<file path="src/rtl/lsg_pkg.sv">
// Shared constants and codes for the line span generator.
`timescale 1ns / 1ps

package lsg_pkg;

  // Default coordinate width of the endpoints and the run origin.
  localparam int unsigned COORD_BITS_DEF = 16;

  // Depth of the command queue between front and back.
  localparam int unsigned QUEUE_DEPTH = 2;

  // Command codes carried in the input tuser.
  typedef enum logic {
    CMD_LOAD    = 1'b0,
    CMD_ADVANCE = 1'b1
  } cmd_t;

  // Queue occupancy seen by the front and the back.
  typedef struct packed {
    logic full;
    logic empty;
  } queue_status_t;

endpackage

</file>
<file path="src/rtl/lsg_queue.sv">
// Small register queue that carries classified commands from front to back.
`timescale 1ns / 1ps

module lsg_queue #(
  parameter int unsigned WIDTH = 8,
  parameter int unsigned DEPTH = lsg_pkg::QUEUE_DEPTH
) (
  input  logic                  clk,
  input  logic                  rst,
  input  logic                  push,
  input  logic [WIDTH-1:0]      push_data,
  input  logic                  pop,
  output logic [WIDTH-1:0]      pop_data,
  output lsg_pkg::queue_status_t status
);

  localparam int unsigned AW = (DEPTH > 1) ? $clog2(DEPTH) : 1;

  logic [WIDTH-1:0] entries [DEPTH];
  logic [AW-1:0]    wr_ptr;
  logic [AW-1:0]    rd_ptr;
  logic [AW:0]      count;
  logic             do_push;
  logic             do_pop;

  assign status.full  = (count == (AW+1)'(DEPTH));
  assign status.empty = (count == '0);
  assign do_push      = push && !status.full;
  assign do_pop       = pop && !status.empty;
  assign pop_data     = entries[rd_ptr];

  always_ff @(posedge clk) begin
    if (do_push) begin
      entries[wr_ptr] <= push_data;
    end
  end

  always_ff @(posedge clk) begin
    if (rst) begin
      wr_ptr <= '0;
      rd_ptr <= '0;
      count  <= '0;
    end else begin
      if (do_push) begin
        wr_ptr <= (wr_ptr == AW'(DEPTH - 1)) ? '0 : wr_ptr + AW'(1);
      end
      if (do_pop) begin
        rd_ptr <= (rd_ptr == AW'(DEPTH - 1)) ? '0 : rd_ptr + AW'(1);
      end
      unique case ({do_push, do_pop})
        2'b10:   count <= count + (AW+1)'(1);
        2'b01:   count <= count - (AW+1)'(1);
        default: count <= count;
      endcase
    end
  end

endmodule

</file>
<file path="src/rtl/lsg_front.sv">
// Front end: accepts commands and works out the line set-up for loads.
`timescale 1ns / 1ps

module lsg_front #(
  parameter int unsigned COORD_BITS = lsg_pkg::COORD_BITS_DEF,
  parameter int unsigned QW         = 4 * COORD_BITS + 7
) (
  input  logic                           s_tvalid,
  output logic                           s_tready,
  input  logic                           cmd,
  input  logic signed [COORD_BITS-1:0]   start_x,
  input  logic signed [COORD_BITS-1:0]   start_y,
  input  logic signed [COORD_BITS-1:0]   end_x,
  input  logic signed [COORD_BITS-1:0]   end_y,
  input  logic                           include_end,
  input  lsg_pkg::queue_status_t         q_status,
  output logic                           q_push,
  output logic [QW-1:0]                  q_data
);

  localparam int unsigned CB = COORD_BITS;

  logic signed [CB:0] dx;
  logic signed [CB:0] dy;
  logic [CB:0]        adx_full;
  logic [CB:0]        ady_full;
  logic [CB-1:0]      adx;
  logic [CB-1:0]      ady;
  logic               y_major;
  logic [1:0]         sx;
  logic [1:0]         sy;
  logic [CB-1:0]      major;
  logic [CB-1:0]      minor;
  logic               is_load;

  assign dx = {end_x[CB-1], end_x} - {start_x[CB-1], start_x};
  assign dy = {end_y[CB-1], end_y} - {start_y[CB-1], start_y};

  assign adx_full = dx[CB] ? (CB+1)'(-dx) : dx;
  assign ady_full = dy[CB] ? (CB+1)'(-dy) : dy;
  assign adx      = adx_full[CB-1:0];
  assign ady      = ady_full[CB-1:0];

  assign sx = dx[CB] ? 2'b11 : ((dx != '0) ? 2'b01 : 2'b00);
  assign sy = dy[CB] ? 2'b11 : ((dy != '0) ? 2'b01 : 2'b00);

  assign y_major = (adx < ady);
  assign major   = y_major ? ady : adx;
  assign minor   = y_major ? adx : ady;
  assign is_load = (cmd == lsg_pkg::CMD_LOAD);

  assign s_tready = !q_status.full;
  assign q_push   = s_tvalid && s_tready;

  // Entry from the lowest bit up: load flag, x1, y1, major, minor, sx, sy,
  // y_major, include_end.
  assign q_data = {include_end, y_major, sy, sx, minor, major, start_y, start_x, is_load};

endmodule

</file>
<file path="src/rtl/lsg_back.sv">
// Back end: walks the line a major step a cycle until a run ends; forms runs.
`timescale 1ns / 1ps

module lsg_back #(
  parameter int unsigned COORD_BITS = lsg_pkg::COORD_BITS_DEF,
  parameter int unsigned QW         = 4 * COORD_BITS + 7
) (
  input  logic                          clk,
  input  logic                          rst,
  input  lsg_pkg::queue_status_t        q_status,
  input  logic [QW-1:0]                 q_data,
  output logic                          q_pop,
  output logic                          out_valid,
  input  logic                          out_ready,
  output logic                          out_has,
  output logic signed [COORD_BITS-1:0]  out_x,
  output logic signed [COORD_BITS-1:0]  out_y,
  output logic [COORD_BITS:0]           out_len,
  output logic                          out_vert,
  output logic                          out_done
);

  localparam int unsigned CB = COORD_BITS;
  localparam int unsigned PW = CB + 1;
  localparam int unsigned EW = CB + 2;

  typedef enum logic [1:0] {
    ST_IDLE = 2'b01,
    ST_WALK = 2'b10
  } state_t;

  state_t state;

  // Queue entry fields
  logic          e_load;
  logic [CB-1:0] e_x1;
  logic [CB-1:0] e_y1;
  logic [CB-1:0] e_major;
  logic [CB-1:0] e_minor;
  logic [1:0]    e_sx;
  logic [1:0]    e_sy;
  logic          e_ymaj;
  logic          e_inc;

  assign {e_inc, e_ymaj, e_sy, e_sx, e_minor, e_major, e_y1, e_x1, e_load} = q_data;

  // Line state
  logic          active;
  logic [PW-1:0] pos_x;
  logic [PW-1:0] pos_y;
  logic [PW-1:0] org_x;
  logic [PW-1:0] org_y;
  logic [1:0]    stp_x;
  logic [1:0]    stp_y;
  logic [CB-1:0] major;
  logic [CB-1:0] minor;
  logic [EW-1:0] err;
  logic [CB:0]   steps;
  logic          y_major;

  logic          out_free;
  logic          out_set;
  logic          minor_moved;
  logic [EW-1:0] len;
  logic          len_neg;
  logic [EW-1:0] len_mag;
  logic [PW-1:0] run_ox;
  logic [PW-1:0] run_oy;
  logic          run_has;
  logic [EW-1:0] err_sub;
  logic [EW-1:0] err_add;
  logic          minor_step;
  logic [PW-1:0] pos_x_step;
  logic [PW-1:0] pos_y_step;

  assign out_free = !out_valid || out_ready;
  assign q_pop    = (state == ST_IDLE) && !q_status.empty && (e_load || out_free);

  assign minor_moved = y_major ? (pos_x != org_x) : (pos_y != org_y);

  // Load a new result into the output register this cycle.
  assign out_set = ((state == ST_IDLE) && q_pop && !e_load && !active)
                || ((state == ST_WALK) && (minor_moved || steps == '0) && !out_valid);

  assign len = y_major ? ({pos_y[PW-1], pos_y} - {org_y[PW-1], org_y})
                       : ({pos_x[PW-1], pos_x} - {org_x[PW-1], org_x});
  assign len_neg = len[EW-1];
  assign len_mag = len_neg ? EW'(-len) : len;
  assign run_has = (len != '0);

  // A backward walk reports its run from the pixel after the current one.
  assign run_ox = (!y_major && len_neg) ? pos_x + PW'(1) : org_x;
  assign run_oy = (y_major && len_neg) ? pos_y + PW'(1) : org_y;

  assign err_sub    = err - {2'b00, minor};
  assign err_add    = err_sub + {2'b00, major};
  assign minor_step = err_sub[EW-1];
  assign pos_x_step = pos_x + {{(PW-2){stp_x[1]}}, stp_x};
  assign pos_y_step = pos_y + {{(PW-2){stp_y[1]}}, stp_y};

  always_ff @(posedge clk) begin
    if (rst) begin
      state     <= ST_IDLE;
      active    <= 1'b0;
      out_valid <= 1'b0;
      pos_x     <= '0;
      pos_y     <= '0;
      org_x     <= '0;
      org_y     <= '0;
      stp_x     <= '0;
      stp_y     <= '0;
      major     <= '0;
      minor     <= '0;
      err       <= '0;
      steps     <= '0;
      y_major   <= 1'b0;
    end else begin
      if (out_set) begin
        out_valid <= 1'b1;
      end else if (out_ready) begin
        out_valid <= 1'b0;
      end
      unique case (state)
        ST_IDLE: begin
          if (q_pop) begin
            if (e_load) begin
              pos_x   <= {e_x1[CB-1], e_x1};
              pos_y   <= {e_y1[CB-1], e_y1};
              org_x   <= {e_x1[CB-1], e_x1};
              org_y   <= {e_y1[CB-1], e_y1};
              stp_x   <= e_sx;
              stp_y   <= e_sy;
              major   <= e_major;
              minor   <= e_minor;
              y_major <= e_ymaj;
              err     <= EW'(e_major >> 1);
              steps   <= {1'b0, e_major} + {{CB{1'b0}}, e_inc};
              active  <= 1'b1;
            end else if (!active) begin
              // Advance with no line: answer done, no run.
              out_has   <= 1'b0;
              out_x     <= '0;
              out_y     <= '0;
              out_len   <= '0;
              out_vert  <= 1'b0;
              out_done  <= 1'b1;
            end else begin
              state <= ST_WALK;
            end
          end
        end
        ST_WALK: begin
          if (minor_moved || steps == '0) begin
            if (!out_valid) begin
              out_has   <= run_has;
              out_x     <= run_has ? run_ox[CB-1:0] : '0;
              out_y     <= run_has ? run_oy[CB-1:0] : '0;
              out_len   <= run_has ? len_mag[CB:0] : '0;
              out_vert  <= run_has && y_major;
              out_done  <= !minor_moved;
              if (minor_moved) begin
                org_x <= pos_x;
                org_y <= pos_y;
              end else begin
                active <= 1'b0;
              end
              state <= ST_IDLE;
            end
          end else begin
            // Advance one pixel along the major axis.
            steps <= steps - (CB+1)'(1);
            err   <= minor_step ? err_add : err_sub;
            if (y_major) begin
              pos_y <= pos_y_step;
              if (minor_step) begin
                pos_x <= pos_x_step;
              end
            end else begin
              pos_x <= pos_x_step;
              if (minor_step) begin
                pos_y <= pos_y_step;
              end
            end
          end
        end
        default: state <= ST_IDLE;
      endcase
    end
  end

endmodule

</file>
<file path="src/rtl/line_span_generator.sv">
// Top level of the line span generator: front end, command queue and walker.
`timescale 1ns / 1ps

// A load command is taken into the walker's line state as it leaves the
// queue and gives no result. An advance leaves the queue, then the walker
// steps once for each major-axis pixel of the run and then forms the
// result. The two-entry command queue lets new commands be taken while
// the walker is busy or a result waits on the output.
module line_span_generator #(
  parameter int unsigned COORD_BITS = lsg_pkg::COORD_BITS_DEF
) (
  input  logic                                     clk,
  input  logic                                     rst,
  input  logic                                     s_tvalid,
  output logic                                     s_tready,
  // start_x, start_y, end_x, end_y, include_end, zero pad
  input  logic [((4*COORD_BITS+1+7)/8)*8-1:0]      s_tdata,
  // cmd
  input  logic [0:0]                               s_tuser,
  output logic                                     m_tvalid,
  input  logic                                     m_tready,
  // run_x, run_y, run_length, vertical, zero pad
  output logic [((3*COORD_BITS+2+7)/8)*8-1:0]      m_tdata,
  // has_run
  output logic [0:0]                               m_tuser,
  // line_done
  output logic                                     m_tlast
);

  localparam int unsigned CB = COORD_BITS;
  localparam int unsigned QW = 4 * CB + 7;
  localparam int unsigned OW = ((3 * CB + 2 + 7) / 8) * 8;

  lsg_pkg::queue_status_t q_status;
  logic                   q_push;
  logic                   q_pop;
  logic [QW-1:0]          q_in;
  logic [QW-1:0]          q_out;

  logic                   out_has;
  logic signed [CB-1:0]   out_x;
  logic signed [CB-1:0]   out_y;
  logic [CB:0]            out_len;
  logic                   out_vert;
  logic                   out_done;

  lsg_front #(
    .COORD_BITS (CB),
    .QW         (QW)
  ) u_front (
    .s_tvalid    (s_tvalid),
    .s_tready    (s_tready),
    .cmd         (s_tuser[0]),
    .start_x     (s_tdata[CB-1:0]),
    .start_y     (s_tdata[2*CB-1:CB]),
    .end_x       (s_tdata[3*CB-1:2*CB]),
    .end_y       (s_tdata[4*CB-1:3*CB]),
    .include_end (s_tdata[4*CB]),
    .q_status    (q_status),
    .q_push      (q_push),
    .q_data      (q_in)
  );

  lsg_queue #(
    .WIDTH (QW),
    .DEPTH (lsg_pkg::QUEUE_DEPTH)
  ) u_queue (
    .clk       (clk),
    .rst       (rst),
    .push      (q_push),
    .push_data (q_in),
    .pop       (q_pop),
    .pop_data  (q_out),
    .status    (q_status)
  );

  lsg_back #(
    .COORD_BITS (CB),
    .QW         (QW)
  ) u_back (
    .clk       (clk),
    .rst       (rst),
    .q_status  (q_status),
    .q_data    (q_out),
    .q_pop     (q_pop),
    .out_valid (m_tvalid),
    .out_ready (m_tready),
    .out_has   (out_has),
    .out_x     (out_x),
    .out_y     (out_y),
    .out_len   (out_len),
    .out_vert  (out_vert),
    .out_done  (out_done)
  );

  assign m_tdata = OW'({out_vert, out_len, out_y, out_x});
  assign m_tuser = out_has;
  assign m_tlast = out_done;

endmodule

</file>
<file path="config.mk">
export PLATFORM = sky130hd
export DESIGN_NAME = line_span_generator
export DESIGN_NICKNAME = d
export VERILOG_FILES = /design/src/rtl/lsg_pkg.sv /design/src/rtl/lsg_queue.sv /design/src/rtl/lsg_front.sv /design/src/rtl/lsg_back.sv /design/src/rtl/line_span_generator.sv
export SDC_FILE = /design/constraint.sdc
export NUM_CORES = 1
export LEC_CHECK = 0
export ABC_CLOCK_PERIOD_IN_PS = 8600
export BUFFER_PORTS_ARGS = -buffer_cell sky130_fd_sc_hd__buf_4
export CORE_ASPECT_RATIO = 1.5
export CORE_MARGIN = 2
export CORE_UTILIZATION = 56
export DETAILED_ROUTE_END_ITERATION = 7
export PLACE_DENSITY_LB_ADDON = 0.05
export SLEW_MARGIN = 25
export SYNTH_ARGS = -nofsm -noshare
export SYNTH_HDL_FRONTEND = slang
export SYNTH_SLANG_ARGS = --single-unit
</file>
<file path="constraint.sdc">
create_clock -name clk -period 8.6 [get_ports clk]
set_input_delay 1.29 -clock clk [delete_from_list [all_inputs] [get_ports clk]]
set_output_delay 1.29 -clock clk [all_outputs]
set_load 0.02 [all_outputs]
</file>
==> summary.txt, run 1 <==
Routing
  • Wire per inst: 19.8 µm
  • # DRC: 0
  • Drt initial violations: 1113
  • Routed wire length: 62700 µm
  • Vias per cell: 6.08
  • Detail Route Antenna Nets: 0
  • Via count: 19300
  • TritonRoute pass-1 iters: 5

Die
  • Row cnt: 91
  • Die Width: 170 µm
  • Chip height: 253 µm
  • Total I/O pin count: 137
  • Initial Utilization: 56.5%
  • Die area: 0.0429 mm²
  • Core area: 0.0409 mm²

Min path
  • Hold Crit Endpoint: u_back.err[9]
  • Worst Hold Depth: 2
  • Min-delay src: u_back.err[9]
  • Hold crit path type: reg -> reg

Yosys
  • Post-synth EDFFs: 194
  • Yosys warns: 0
  • Mapped Area: 0.0231 mm²
  • Post-Synth XOR/XNOR Area: 6.14%
  • Ys flop type: edfxtp_1
  • Mux share of post-synthesis cell area: 5.74%
  • Simple-gate portion of the synthesized area: 16.3%
  • Largest cells by area after synthesis: edfxtp_1, dfxtp_1, ha_1
  • Post-synthesis compound-gate area fraction: 19.7%
  • Mean Syn Cell Area: 8.99 µm²
  • Area leader, netlist: edfxtp_1
  • Synth top area share: 25.2%
  • Post-synth ARST share: 0%
  • Netlist cell types: 85
  • Post-synthesis register bit count: 343
  • Post-Synthesis Cells: 2568
  • Register area share after synthesis: 38.1%
  • Main combinational cell family by area after synthesis: compound AO/OA/AOI/OAI gates
  • Synth Area in Adders: 9.14%

CTS
  • Clk sinks: 343
  • Hold buffer count at cts: 0
  • Later-pin clock latency in the skew report: 0.55 ns
  • Clk slew on worst S/H paths: 0.06 ns
  • H-Tree Depth: 2
  • Num CTS Buffers: 35
  • Post-CTS Setup Bufs: 0
  • Clock Tree Root: clkbuf_16
  • CTS tree: yes
  • Post-cts repair resize count: 0
  • Clock Path Buffers: 3

Critical path
  • Reg2reg path depth: 13
  • Crit path arrival time: 6.80 ns
  • Critical path class: in -> reg
  • WP data required: 8.96 ns
  • R2R Setup Slk: 2.93 ns
  • Worst r2r src: u_back.pos_x[0]
  • Critical Path Start Type: input port
  • Worst reg2reg path endpoint: u_back.out_y[3]
  • Crit path max fanout: 23
  • CP Capture Type: register

Layout
  • Fill cells: 3539
  • Layout Nets: 2873
  • Share of layout cells above drive strength 1: 9.67%
  • Area growth from synthesis to layout: 10.9%

Pwr
  • Leak pwr: 10.3 nW
  • Max IR drop VDD: 337 µV
  • PwrDens: 473 mW/mm²

GRT
  • Busiest grt layer: met2
  • Number of global-route vias before repair: 19000
  • Initial antenna violation count: 1
  • Largest net degree at the start of global routing: 86
  • Global routing usage on met2: 56.5%
  • Grt ovf: 0
  • Met3 usage: 3.12%
  • M1 GR Usage: 30.7%
  • First-pass GRT wire length: 98900 µm
  • Tot GR Track Use: 29.3%

Flow run
  • # Max-Cap Violations: 0

STA
  • Pins Over Slew Limit: 0
  • RSZ-0062 raised after global routing: no
  • Slew headroom: 24.1%
  • Setup-failing EPs final: 0
  • Tcrit/Tclk final: 74.8%
  • Fmax: 155 MHz
  • Endpoints failing hold: 0
  • Worst Tran Pin Value: 1.13 ns
  • Final WS setup: 2.16 ns
  • Worst Skew: 0.0240 ns
  • Final setup TNS: 0 ns
  • Final Critical Period: 6.44 ns

Placed design
  • Pre-CTS WS: 1.67 ns
  • RD Place Congestion: 0.895
  • HPWL after detailed placement: 47100 µm
  • IO Port Bufs: 123

Outcome
  • Status: finished, final reports clean
cells in the final DEF (no fill, tap or decap), types with 29 or more instances in the layout:
cell type	instances
a21o_1	50
a211oi_1	136
edfxtp_1	194
xor2_1	67
nor3_1	61
dfxtp_1	148
nand3_1	61
and3_1	29
ha_1	155
clkbuf_16	38
nor2_1	351
xnor2_1	95
buf_4	143
nand2b_1	31
a21oi_1	200
o21ai_0	94
inv_1	160
nand2_1	123
mux2i_1	120
critical path, cell delays in order:
cell and delay (ns):
buf_4 0.12, ha_1 0.22, fa_1 0.41, nor2b_1 0.16
o31a_1 0.25, o221ai_1 0.21, a211oi_1 0.48, o2111a_1 0.24
a21o_1 0.35, inv_1 0.23, o31ai_1 0.14, xor2_1 0.41
inv_1 0.10, ha_1 0.32, a21o_1 0.16, a21o_1 0.16
a21oi_1 0.12, o21ai_0 0.18, a21oi_4 0.47, buf_4 0.45
mux2i_1 0.31
cells in the mapped netlist, drive strengths merged (31+ instances only):
master	n
xor2	67
a21oi	201
and3	31
nand2	123
xnor2	95
nor3	61
nand2b	31
a211oi	140
inv	162
clkbuf	97
a21o	50
mux2i	120
edfxtp	194
o21ai	97
nand3	61
nor2	354
ha	156
dfxtp	149
cells by family (layout without fill, tap and decap cells):
family,after synthesis,count (layout)
other cells,1,7
compound gates,684,684
mux,131,131
fa+ha+maj,164,164
xor+xnor,162,162
flops,343,343
simple gates,799,799
buf+inv,284,370
flip-flops by register name, indices dropped and copies added (netlist names), 17 cells and up, named ones only:
| signal | flops |
|---|---|
| u_back.steps | 17 |
| u_back.org_x | 17 |
| u_back.err | 18 |
| u_back.pos_x | 17 |
| u_back.org_y | 17 |
| u_queue.entries | 142 |
| u_back.pos_y | 17 |
| u_back.out_len | 17 |
layer usage:
| metal | wire [µm] | vias up | part of all wire (%) |
|---|---|---|---|
| met2 | 33500 | 480 | 53 |
| met4 | 3640 | 0 | 5.8 |
| li1 | - | 9515 | - |
| met3 | 2310 | 164 | 3.7 |
| met1 | 23200 | 9115 | 37 |
| met5 | 0 | - | 0 |
per-stage QoR:
stage / hold slack [ns] / total power [mW] / utilization, % / area (µm²) / std cells
after floorplan: 0.432 / 8.52 / - / 23100 / 2573
after global placement: 0.444 / 10.3 / 59.6 / 24400 / 3105
after detailed placement: 0.455 / 10.4 / 59.7 / 24400 / 3106
after CTS: 0.464 / 12.1 / 62.7 / 25600 / 3170
after global routing: 0.485 / 13.1 / 62.7 / 25600 / 3171
final: 0.463 / 12.1 / 62.7 / 25600 / 3171
power breakdown:
part	internal [mW]	switching (mW)	total, mW
combinational	3.07	4.79	7.87
clock	0.941	0.676	1.62
sequential	2.26	0.369	2.63
area by class of cell:
type | count | area [µm²] | area share [%]
Tap cell | 511 | 639 | 2.50
Antenna cell | 1 | 2.50 | 0.00977
Multi-Input combinational cell | 1946 | 13300 | 51.7
Inverter | 162 | 608 | 2.37
Clock buffer | 44 | 985 | 3.84
Timing Repair Buffer | 144 | 1100 | 4.30
Sequential cell | 343 | 8810 | 34.4
Clock inverter | 20 | 223 | 0.869
worst max-delay path by stage:
stage                     slack, ns                endpoint        from
after floorplan                2.70  u_queue.entries[0][33]  s_tdata[2]
after global placement         1.79  u_queue.entries[0][46]  s_tdata[0]
after detailed placement       1.67  u_queue.entries[1][46]  s_tdata[0]
after CTS                      2.22  u_queue.entries[0][46]  s_tdata[0]
after global routing           1.65  u_queue.entries[0][46]  s_tdata[0]
final                          2.16  u_queue.entries[0][46]  s_tdata[0]
Power figures use the tool's default switching activity.
==> run 2, diff against run 1 <==
--- a/config.mk
+++ b/config.mk
@@ -5,7 +5,7 @@
 export SDC_FILE = /design/constraint.sdc
 export NUM_CORES = 1
 export LEC_CHECK = 0
-export ABC_CLOCK_PERIOD_IN_PS = 8600
+export ABC_CLOCK_PERIOD_IN_PS = 6200
 export BUFFER_PORTS_ARGS = -buffer_cell sky130_fd_sc_hd__buf_4
 export CORE_ASPECT_RATIO = 1.5
 export CORE_MARGIN = 2
==> constraint.sdc (replaced) <==
create_clock -name clk -period 6.2 [get_ports clk]
set_input_delay 0.93 -clock clk [delete_from_list [all_inputs] [get_ports clk]]
set_output_delay 0.93 -clock clk [all_outputs]
set_load 0.02 [all_outputs]
==> summary.txt, run 2 (synthesized netlist as in run 1, its figures left out) <==
STA
  • Worst Skew: 0.0219 ns (-0.00205 ns)
  • Tcrit/Tclk final: 86.7%
  • Pins Over Slew Limit: 0 (unchanged)
  • Setup-failing EPs final: 0 (unchanged)
  • Fmax: 186 MHz
  • Final Critical Period: 5.38 ns
  • RSZ-0062 raised after global routing: no
  • Final setup TNS: 0 ns (unchanged)
  • Endpoints failing hold: 0 (unchanged)
  • Worst Tran Pin Value: 1.07 ns (-0.0571 ns)
  • Slew headroom: 26.8% (+2.7 points)

CTS
  • Clk slew on worst S/H paths: 0.06 ns (about the same)
  • Clock Tree Root: clkbuf_16
  • CTS tree: yes
  • Later-pin clock latency in the skew report: 0.54 ns (about the same)
  • Post-cts repair resize count: 0 (unchanged)
  • Post-CTS Setup Bufs: 0 (unchanged)
  • Hold buffer count at cts: 0 (unchanged)
  • Clock Path Buffers: 3 (unchanged)
  • Num CTS Buffers: 37 (+5.7%)
  • Clk sinks: 343 (unchanged)
  • H-Tree Depth: 2 (unchanged)

GRT
  • Tot GR Track Use: 28.7% (-0.58 points)
  • Initial antenna violation count: 2 (+1)
  • Grt ovf: 0 (unchanged)
  • Number of global-route vias before repair: 18500 (-2.2%)
  • Largest net degree at the start of global routing: 84 (-2.3%)
  • First-pass GRT wire length: 97100 µm (-1.8%)

Critical path
  • CP Capture Type: register
  • Worst path depth: 21 (unchanged)
  • Worst r2r src: u_back.pos_x[0]
  • Reg2reg path depth: 14 (+1)
  • CP max stage delay: 0.56 ns (+0.08 ns)
  • Worst reg2reg path endpoint: u_back.out_x[3]
  • Critical Path Start Type: input port
  • Critical-path cell list: buf_4 > inv_1 > ha_1 > fa_1 > nor2b_1 > o31a_1 > o21ai_0 > or3b_1 > a2111oi_2 > nand4bb_1 > o31ai_1 > xor2_1 > inv_1 > ha_1 > a21o_1 > a21o_1 > a21oi_1 > o21ai_0 > a21oi_4 > buf_12 > mux2i_1
  • Crit path max fanout: 18 (-22%)
  • CP Buf/Inv Count: 4 (unchanged)
  • Crit path arrival time: 5.71 ns (-1.09 ns)
  • Crit path max-delay cell type: a2111oi_2
  • Critical path class: in -> reg
  • R2R Setup Slk: 0.83 ns (-2.10 ns)
  • WP data required: 6.54 ns (-2.42 ns)
  • Worst Setup SP: s_tdata[32]
  • Crit-path leading delay family: compound AO/OA/AOI/OAI gates

Die
  • Chip height: 253 µm (unchanged)
  • Core area: 0.0409 mm² (unchanged)
  • Die Width: 170 µm (unchanged)
  • Initial Utilization: 56.5% (unchanged)
  • Die area: 0.0429 mm² (unchanged)
  • Row cnt: 91 (unchanged)
  • Total I/O pin count: 137 (unchanged)

Min path
  • Hold crit path type: reg -> reg
  • Min-delay src: u_back.err[12]
  • Hold Crit Endpoint: u_back.err[12]
  • Worst Hold Depth: 2 (unchanged)

Layout
  • Share of layout cells above drive strength 1: 10.1% (+0.42 points)
  • Max reg flops: 142 (unchanged)
  • Footprint of the multi-input gates: 0.0132 mm² (about the same)
  • Utilization after layout: 63.1% (+0.37 points)
  • Highest-count cells in the layout ignoring fill and taps: nor2_1, a21oi_1, edfxtp_1
  • Most common cell after layout, fill and taps aside: nor2_1
  • Area growth from synthesis to layout: 11.6%
  • Top flop regs: u_queue.entries (142), u_back.err (18)
  • Biggest register: u_queue.entries
  • Layout Nets: 2880 (+0.24%)
  • Fill cells: 3487 (-1.5%)
  • Reg area: 0.00881 mm² (unchanged)

Pwr
  • Leak pwr: 10.4 nW (+0.78%)
  • Sw Ratio: 47.7% (-0.50 points)
  • Sw Pwr: 8.06 mW (+38%)
  • Max IR drop VDD: 402 µV (+19%)
  • PwrDens: 655 mW/mm² (+39%)
  • Pint: 8.83 mW (+41%)
  • Combinational fraction of design power: 64.6% (-0.3 points)
  • Seq pwr share: 21.7% (about the same)
  • Clock power frac: 13.7% (+0.4 points)

Routing
  • Wire per inst: 19.4 µm (-2.0%)
  • Detail Route Antenna Nets: 0 (unchanged)
  • TritonRoute pass-1 iters: 6 (+1)
  • Vias per cell: 5.97 (-1.7%)
  • Routed wire length: 61700 µm (-1.6%)
  • # DRC: 0 (unchanged)
  • Via count: 19000 (-1.4%)
  • Drt initial violations: 999 (-10%)

Placed design
  • RD Place Congestion: 0.893 (-0.23%)
  • IO Port Bufs: 123 (unchanged)
  • HPWL after detailed placement: 46800 µm (-0.59%)

Outcome
  • Status: finished, final reports clean

Flow run
  • # Max-Cap Violations: 0 (unchanged)
run 2: cell count changes in the layout (fill, tap and decap cells not counted), sizes merged:
cell,delta
buf,+5
bufinv,-2
clkbuf,+9
clkinv,-5
clkinvlp,+1
diode,+1
inv,+1
run 2: how the worst max path moves through the flow:
stage               slack, ns                      to
floorplan                0.66  u_queue.entries[0][33]
global placement         0.34  u_queue.entries[0][34]
detailed placement       0.31  u_queue.entries[0][34]
CTS                      0.79  u_queue.entries[0][34]
global route             0.50  u_queue.entries[1][34]
finish                   0.82  u_queue.entries[0][34]
run 2: per-layer routing:
metal / vias up / wire length [µm] / GRT usage [%]
met4: 0 / 3210 / 14.0
met3: 135 / 1800 / 2.85
met5: - / 0 / 0
li1: 9538 / - / -
met2: 357 / 33100 / 55.4
met1: 8975 / 23600 / 30.8
run 2: cell type report:
| class | count | share of cell area, % |
|---|---|---|
| well taps | 511 | 2.48 |
| repair buffers | 149 | 4.53 |
| inverters | 162 | 2.36 |
| multi-input cells | 1946 | 51.4 |
| diodes | 2 | 0.0194 |
| clock buffers | 53 | 4.44 |
| clock inverters | 15 | 0.582 |
| flip-flops and latches | 343 | 34.2 |
run 2: worst register-to-register path: stages, from the launching register on:
cell	delay, ns
dfxtp_1	0.38
inv_1	0.11
ha_1	0.16
inv_1	0.06
fa_1	0.46
a211oi_1	0.49
o21ai_0	0.24
a41oi_1	0.30
mux2_2	0.45
a211oi_1	0.86
o211ai_2	0.34
nor4_4	0.43
a41o_2	0.39
buf_12	0.27
a211oi_1	0.15
run 2: stage by stage:
step           setup WS (ns)  power, mW  instance area [µm²]  cells  hold WS [ns]
3_5_place_dp           0.306       14.5                24500   3111         0.448
5_1_grt                0.503       18.2                25800   3181         0.472
2_1_floorplan          0.659       11.8                23100   2573         0.432
4_1_cts                0.795       16.9                25800   3179         0.459
3_3_place_gp           0.339       14.2                24500   3110         0.450
6_report               0.824       16.9                25800   3181         0.459
run 2: power by group through the flow:
stage / combinational (mW) / clock, mW / sequential, mW
after floorplan: 8.27 / 0 / 3.55
after global placement: 10.6 / 0 / 3.69
after detailed placement: 10.8 / 0 / 3.71
after CTS: 10.8 / 2.35 / 3.66
after global routing: 12.1 / 2.42 / 3.75
final: 10.9 / 2.32 / 3.67
